File: config.mk
export PLATFORM = sky130hd
export DESIGN_NAME = coalescing_free_extent_insert
export DESIGN_NICKNAME = d
export VERILOG_FILES = /design/src/rtl/cfei_pkg.sv /design/src/rtl/coalescing_free_extent_insert.sv
export SDC_FILE = /design/constraint.sdc
export NUM_CORES = 2
export LEC_CHECK = 0
export BUFFER_PORTS_ARGS = -buffer_cell sky130_fd_sc_hd__buf_2
export CORE_UTILIZATION = 55
export DETAILED_ROUTE_END_ITERATION = 8
export PLACE_DENSITY_LB_ADDON = 0.12
export RECOVER_POWER = 50
export SLEW_MARGIN = 20
export SYNTH_ARGS = -nofsm -noshare
export SYNTH_HDL_FRONTEND = slang
export SYNTH_SLANG_ARGS = --single-unit
export TNS_END_PERCENT = 10
File: constraint.sdc
create_clock -name i_clk -period 11.13 [get_ports i_clk]
set_input_delay 1.113 -clock i_clk [delete_from_list [all_inputs] [get_ports i_clk]]
set_output_delay 1.113 -clock i_clk [all_outputs]
set_load 0.1 [all_outputs]
File: src/rtl/cfei_pkg.sv
// Shared status codes for the coalescing free-extent table.
// No dependencies.
`default_nettype none
package cfei_pkg;
    localparam int STATUS_W = 3;
    typedef enum logic [STATUS_W-1:0] {
        ST_INSERTED     = 3'd0,
        ST_MERGED_AFTER = 3'd1,
        ST_MERGED_BEFORE = 3'd2,
        ST_MERGED_BOTH  = 3'd3,
        ST_FULL_DROP    = 3'd4
    } t_status;
endpackage
`default_nettype wire

File: src/rtl/coalescing_free_extent_insert.sv
// Top level of the address-ordered free-extent table with coalescing.
// Uses cfei_pkg for the status codes.
//
// One freed extent (start, size) arrives per input transfer and one result transfer
// leaves per item. The table sits in one synchronous memory with one read and one
// write port, holding {length,start} per entry in address order. The search reads
// entries one per cycle until the first start not below the freed start, then the
// block merges, inserts or drops. An insert moves the tail up one entry, and a merge
// of both neighbors moves it down one entry; each moved entry is read, then written.
// A new input is taken only once the result of the last one has been transferred,
// so a stall on the result side holds the input side too. A read and a write never
// touch the same entry in one cycle, so no forwarding is needed. No clearing pass
// is needed: entries at or above the count never reach a result.
`default_nettype none
module coalescing_free_extent_insert #(
    parameter int MAX_EXTENTS = 64,
    parameter int ADDR_BITS   = 16
) (
    input  wire logic i_clk,
    input  wire logic i_rst_n,
    input  wire logic s_axis_tvalid,
    output logic      s_axis_tready,
    // tdata: free_start[AB-1:0], free_size[2AB-1:AB], zero filled to bytes
    input  wire logic [((2*ADDR_BITS)+7)/8*8-1:0] s_axis_tdata,
    output logic      m_axis_tvalid,
    input  wire logic m_axis_tready,
    // tdata: status[2:0], result_start, result_length(AB+1), extent_total
    output logic [((3+ADDR_BITS+ADDR_BITS+1+$clog2(MAX_EXTENTS+1))+7)/8*8-1:0]
                      m_axis_tdata
);
    import cfei_pkg::*;

    localparam int IW = $clog2(MAX_EXTENTS);
    localparam int CW = $clog2(MAX_EXTENTS+1);
    localparam int LW = ADDR_BITS + 1;
    localparam int EW = ADDR_BITS + LW;
    localparam int OW = ((3+ADDR_BITS+LW+CW)+7)/8*8;
    localparam logic [LW-1:0] LEN_MAX = '1;

    typedef enum logic [2:0] {
        S_IDLE, S_SEARCH, S_DECIDE, S_MV_RD, S_MV_WR, S_PUT, S_OUT
    } t_state;

    logic [EW-1:0] r_mem [MAX_EXTENTS];
    logic [EW-1:0] r_rdata;
    logic [IW-1:0] n_raddr;
    logic          n_rd;
    logic          n_we;
    logic [IW-1:0] n_waddr;
    logic [EW-1:0] n_wdata;

    t_state               r_state;
    logic [CW-1:0]        r_cnt, r_idx, r_ptr;
    logic [ADDR_BITS-1:0] r_s, r_z;
    logic [ADDR_BITS-1:0] r_pst;        // preceding entry start
    logic [LW-1:0]        r_plen;       // preceding entry length
    logic [LW-1:0]        r_nlen;       // following entry length
    logic                 r_before, r_after, r_up;
    t_status              r_st;
    logic [ADDR_BITS-1:0] r_ost;
    logic [LW-1:0]        r_olen;

    function automatic logic [LW-1:0] sat(input logic [LW+1:0] v);
        return (v > {2'b0, LEN_MAX}) ? LEN_MAX : v[LW-1:0];
    endfunction

    wire [ADDR_BITS-1:0] rd_st  = r_rdata[ADDR_BITS-1:0];
    wire [LW-1:0]        rd_len = r_rdata[EW-1:ADDR_BITS];
    wire [ADDR_BITS:0]   s_end  = {1'b0, r_s} + {1'b0, r_z};
    wire [LW:0]          p_end  = {2'b0, r_pst} + {1'b0, r_plen};
    wire [CW-1:0]        idx_p1 = r_idx + 1'b1;
    wire [CW-1:0]        idx_m1 = r_idx - 1'b1;
    wire [CW-1:0]        ptr_p1 = r_ptr + 1'b1;
    wire [CW-1:0]        ptr_m1 = r_ptr - 1'b1;
    // Move another entry: upward until the hole reaches idx, downward until the
    // hole reaches the end of the shortened table
    wire                 mv_go  = r_up ? (r_ptr > r_idx) : (r_ptr < r_cnt);

    wire [LW-1:0] len_both   = sat({2'b0, r_plen} + {3'b0, r_z} + {2'b0, r_nlen});
    wire [LW-1:0] len_before = sat({2'b0, r_plen} + {3'b0, r_z});
    wire [LW-1:0] len_after  = sat({2'b0, r_nlen} + {3'b0, r_z});

    always_ff @(posedge i_clk) begin
        if (n_we) r_mem[n_waddr] <= n_wdata;
        if (n_rd) r_rdata <= r_mem[n_raddr];
    end

    assign s_axis_tready = (r_state == S_IDLE);
    assign m_axis_tvalid = (r_state == S_OUT);
    assign m_axis_tdata  = OW'({r_cnt, r_olen, r_ost, r_st});

    always_comb begin
        n_rd = 1'b0; n_raddr = '0; n_we = 1'b0; n_waddr = '0; n_wdata = '0;
        unique case (r_state)
            // Prefetch entry 0 so the search starts right after the transfer
            S_IDLE: begin
                n_rd = 1'b1; n_raddr = '0;
            end
            S_SEARCH: begin
                n_rd = (idx_p1 < r_cnt); n_raddr = idx_p1[IW-1:0];
            end
            S_DECIDE: begin
                priority if (r_before && r_after) begin
                    n_we = 1'b1; n_waddr = idx_m1[IW-1:0];
                    n_wdata = {len_both, r_pst};
                end else if (r_before) begin
                    n_we = 1'b1; n_waddr = idx_m1[IW-1:0];
                    n_wdata = {len_before, r_pst};
                end else if (r_after) begin
                    n_we = 1'b1; n_waddr = r_idx[IW-1:0];
                    n_wdata = {len_after, r_s};
                end else begin
                    n_we = 1'b0;
                end
            end
            S_MV_RD: begin
                n_rd = mv_go;
                n_raddr = r_up ? ptr_m1[IW-1:0] : ptr_p1[IW-1:0];
            end
            S_MV_WR: begin
                n_we = 1'b1; n_waddr = r_ptr[IW-1:0]; n_wdata = r_rdata;
            end
            S_PUT: begin
                n_we = 1'b1; n_waddr = r_idx[IW-1:0]; n_wdata = {1'b0, r_z, r_s};
            end
            default: ;
        endcase
    end

    always_ff @(posedge i_clk) begin
        if (!i_rst_n) begin
            r_state <= S_IDLE;
            r_cnt   <= '0;
        end else begin
            unique case (r_state)
                S_IDLE: if (s_axis_tvalid) begin
                    r_s <= s_axis_tdata[ADDR_BITS-1:0];
                    r_z <= s_axis_tdata[2*ADDR_BITS-1:ADDR_BITS];
                    r_idx <= '0;
                    r_state <= S_SEARCH;
                end
                S_SEARCH: begin
                    // rdata holds entry r_idx; stop at first start >= freed start
                    if (r_idx < r_cnt && rd_st < r_s) begin
                        r_pst <= rd_st; r_plen <= rd_len;
                        r_idx <= idx_p1;
                    end else begin
                        r_after  <= (r_idx < r_cnt) && (s_end == {1'b0, rd_st});
                        r_before <= (r_idx != '0) && (p_end == {2'b0, r_s});
                        r_nlen   <= rd_len;
                        r_state  <= S_DECIDE;
                    end
                end
                S_DECIDE: begin
                    priority if (r_before && r_after) begin
                        // Fold the following entry into the preceding one, close the gap
                        r_st <= ST_MERGED_BOTH; r_ost <= r_pst; r_olen <= len_both;
                        r_up <= 1'b0; r_ptr <= r_idx;
                        r_cnt <= r_cnt - 1'b1;
                        r_state <= S_MV_RD;
                    end else if (r_before) begin
                        r_st <= ST_MERGED_BEFORE; r_ost <= r_pst; r_olen <= len_before;
                        r_state <= S_OUT;
                    end else if (r_after) begin
                        r_st <= ST_MERGED_AFTER; r_ost <= r_s; r_olen <= len_after;
                        r_state <= S_OUT;
                    end else if (r_cnt >= CW'(MAX_EXTENTS)) begin
                        // Drop the extent, table unchanged
                        r_st <= ST_FULL_DROP; r_ost <= '0; r_olen <= '0;
                        r_state <= S_OUT;
                    end else begin
                        // Open a hole at idx by moving the tail up from the end
                        r_st <= ST_INSERTED; r_ost <= r_s; r_olen <= {1'b0, r_z};
                        r_up <= 1'b1; r_ptr <= r_cnt;
                        r_cnt <= r_cnt + 1'b1;
                        r_state <= S_MV_RD;
                    end
                end
                S_MV_RD: begin
                    if (mv_go) r_state <= S_MV_WR;
                    else if (r_up) r_state <= S_PUT;
                    else r_state <= S_OUT;
                end
                S_MV_WR: begin
                    r_ptr <= r_up ? ptr_m1 : ptr_p1;
                    r_state <= S_MV_RD;
                end
                S_PUT: r_state <= S_OUT;
                S_OUT: if (m_axis_tready) r_state <= S_IDLE;
                default: r_state <= S_IDLE;
            endcase
        end
    end

    a_cnt_max: assert property (@(posedge i_clk) disable iff (!i_rst_n)
        r_cnt <= CW'(MAX_EXTENTS));
    a_out_hold: assert property (@(posedge i_clk) disable iff (!i_rst_n)
        m_axis_tvalid && !m_axis_tready |=> m_axis_tvalid && $stable(m_axis_tdata));
    a_one_side: assert property (@(posedge i_clk) disable iff (!i_rst_n)
        !(s_axis_tready && m_axis_tvalid));
    a_status: assert property (@(posedge i_clk) disable iff (!i_rst_n)
        m_axis_tvalid |-> (r_st <= ST_FULL_DROP));
endmodule
`default_nettype wire

==> results by group <==
Outcome
  – Status: finished, violations left
  – Violated checks: max-capacitance violations, max-slew violations

Timing
  – Worst slew pin tran: 3.854 ns
  – RSZ-0062 raised after global routing: no
  – Achievable frequency: 0.1173 GHz
  – Setup TNS: 0 ns
  – Worst Skew: 0.09625 ns
  – Worst hold slack: 0.4063 ns
  – Setup Viol. Count Final: 0
  – Fin crit share: 0.7660
  – Pins Over Slew Limit: 2236
  – Final min period: 8.525 ns
  – Max-slew headroom: -1.569
  – Final Hold Fails: 0

Floorplanning
  – Die Wd: 421.6 µm
  – Row count: 153
  – CORE AREA: 0.1744 mm²
  – Initial Util: 0.5551
  – Ports: 86
  – Chip height: 421.6 µm
  – Die ar.: 0.1777 mm²

Synthesis
  – Yosys top cell area share: 0.7072
  – Top post-synthesis cells by area: edfxtp_1 (71%), nand2_1 (8.6%), a311oi_1 (3.6%)
  – Area of the mapped netlist: 0.09681 mm²
  – Sequential cell area fraction in the yosys report: 0.7093
  – Post-synthesis register bit count: 2290
  – Area leader, netlist: edfxtp_1
  – Commonest cells post-synth: edfxtp_1 (2280), nand2_1 (2215), nand3_1 (554)
  – Yosys cell types: 79
  – Number of flops mapped to enable cells by yosys: 2280
  – Mapped Cells: 7679
  – Warning count from the yosys run: 0
  – Asr flop ratio synth: 0
  – Primary FF master, synth: edfxtp_1
  – Average instance area after synthesis: 12.61 µm²
  – Most frequent cell after synthesis: edfxtp_1

Layout
  – Area growth syn-to-layout: 11.16%
  – Register Area: 0.06867 mm²
  – Layout cells sized above 1: 0.07281
  – Finished Core Util: 0.6171
  – Area occupied by multi-input gates: 0.02686 mm²
  – Fillers: 13390
  – NumNets Final: 7838

Clock network
  – CTS Buf Count: 229
  – Clk sinks: 2290
  – CTS tree: yes
  – Post-CTS resize count: 0
  – Root buffer cell: clkbuf_16
  – Worst-path clk slew: 0.06 ns
  – Post CTS Setup Buffer Count: 0
  – Clock tree buffer depth: 3
  – Post-cts hold buffer count: 0
  – H-tree Lvls: 4
  – Clock latency on the worst-skew pair: 0.89 ns

Detailed routing
  – Post-Route WL: 285900 µm
  – Wirelength per Cell: 28.07 µm
  – Post-route ant nets: 0
  – Drt first pass iters: 6
  – Vias post-DR: 64840
  – DRT iter0 DRCs: 7717
  – Routed vias/inst: 6.366
  – DR DRC count: 0

Setup path
  – Slowest CP cell: clkbuf_1
  – Crit-path leading delay family: buffers and inverters
  – WP data arrival: 8.91 ns
  – Critical path capture point type: flip-flop
  – Peak per-stage delay on the critical path: 2.45 ns
  – Buf/Inv on CP: 4
  – Req. time, crit path: 11.52 ns
  – Critical Path Start Type: flip-flop
  – CP Cell Sequence: clkbuf_1 > nor2_1 > clkbuf_1 > a221oi_1 > clkbuf_1 > nor2b_1 > nand2_1 > nor2_4 > clkbuf_1
  – Crit path kind: flip-flop to flip-flop
  – Maximum fanout along the worst path: 33
  – CP most frequent cell: clkbuf_1

Power and ir drop
  – Peak supply drop: 0.0001710 V
  – Pwr dens: 245.9 mW/mm²
  – P_leak: 36.74 nW

Placement
  – GP Congestion: 0.9507
  – IO Port Bufs: 80
  – HPWL after DPL: 156500 µm

Global route
  – Initial antenna violation count: 6
  – Total global-route track usage: 0.3163
  – Largest net degree at the start of global routing: 159
  – Total grt overflow: 0
  – Number of global-route vias before repair: 60360
  – First-pass GRT wire length: 414200 µm

Worst hold path
  – Worst Hold Class: input port to flip-flop

Job
  – Max Cap Violations: 56
## flip-flops by register name, indices dropped and copies added, names as in the netlist, 3 cells and up
name / cells
r_ost: 16
r_mem: 2112
r_st: 3
r_pst: 16
r_idx: 7
r_rdata: 33
r_s: 16
r_cnt: 7
r_nlen: 17
r_z: 16
r_olen: 17
r_state: 3
r_ptr: 7
r_plen: 17
## where the power goes
group,total (mW),leakage (nW),internal (mW),switching (mW)
logic,8.07,12.1,2.25,5.82
registers,10.9,21.1,10.5,0.363
clock network,7.49,3.55,4.22,3.27
## layout make-up
class                   count  area share
clock inverters           139     0.01166
well taps                2325     0.02703
inverters                  65    0.002267
repair buffers            261     0.01542
multi-input cells        4816      0.2496
clock buffers             285     0.05589
flip-flops and latches   2290      0.6380
diodes                      5   0.0001163
## worst register-to-register path, delay by kind of cell (launching register included)
| family | cells | cell delay (ns) |
|---|---|---|
| buffers and inverters | 4 | 5.06 |
| AO/OA/AOI/OAI | 1 | 0.59 |
| flip-flops | 1 | 1.34 |
| AND/OR/NAND/NOR | 4 | 1.03 |
## metrics by stage
step | total power, mW | area, µm² | cells | setup WS, ns
final | 26.47 | 107600 | 10190 | 2.605
after detailed placement | 19.03 | 100700 | 9756 | 4.542
after CTS | 26.45 | 108000 | 10180 | 4.490
after global routing | 27.45 | 107600 | 10180 | 2.441
after floorplan | 15.91 | 96830 | 7683 | 3.957
after global placement | 18.95 | 100700 | 9754 | 4.334
## layer usage
| layer | track usage | up-vias | routed length [µm] |
|---|---|---|---|
| li1 | - | 28590 | - |
| met1 | 0.4567 | 32520 | 118200 |
| met2 | 0.4942 | 3210 | 132400 |
| met3 | 0.04732 | 520 | 25360 |
| met4 | 0.1071 | 4 | 9923 |
| met5 | 0 | - | 34 |
## path summary, 6_finish.rpt
kind / start / endpoint / slack, ns / cells past startpoint
hold reg to reg: r_rdata[20] / r_nlen[4] / 0.51 / 0
hold / removal: s_axis_tdata[15] / r_s[15] / 0.41 / 1
setup reg to reg: r_state[0] / r_mem[55][5] / 2.60 / 9
setup / recovery: r_state[0] / r_mem[55][5] / 2.60 / 9
## cell usage in the layout, fill, tap and decap left out, types with 44 or more instances in the layout
| master | instances |
|---|---|
| buf_4 | 109 |
| edfxtp_1 | 2280 |
| nor2_4 | 63 |
| clkbuf_1 | 168 |
| and3_1 | 272 |
| nand2_1 | 2213 |
| o21ai_0 | 83 |
| a211oi_1 | 113 |
| a21oi_1 | 231 |
| a31oi_1 | 142 |
| xnor2_1 | 75 |
| clkinv_2 | 46 |
| clkbuf_16 | 232 |
| nand3_1 | 554 |
| clkinv_1 | 61 |
| mux2i_1 | 44 |
| inv_1 | 63 |
| a311oi_1 | 398 |
| ha_1 | 133 |
| nor2_1 | 94 |
## cells by family (layout without fill, tap and decap cells)
family	Yosys count	count (layout)	synth area share
compound gates	1189	1189	0.08818
mux	44	44	0.004549
buf+inv	577	750	0.02315
other cells	1	10	0.00003873
flops	2290	2290	0.7093
xor+xnor	105	105	0.009499
fa+ha+maj	139	139	0.01843
simple gates	3334	3334	0.1469
Power figures use the tool's default switching activity.
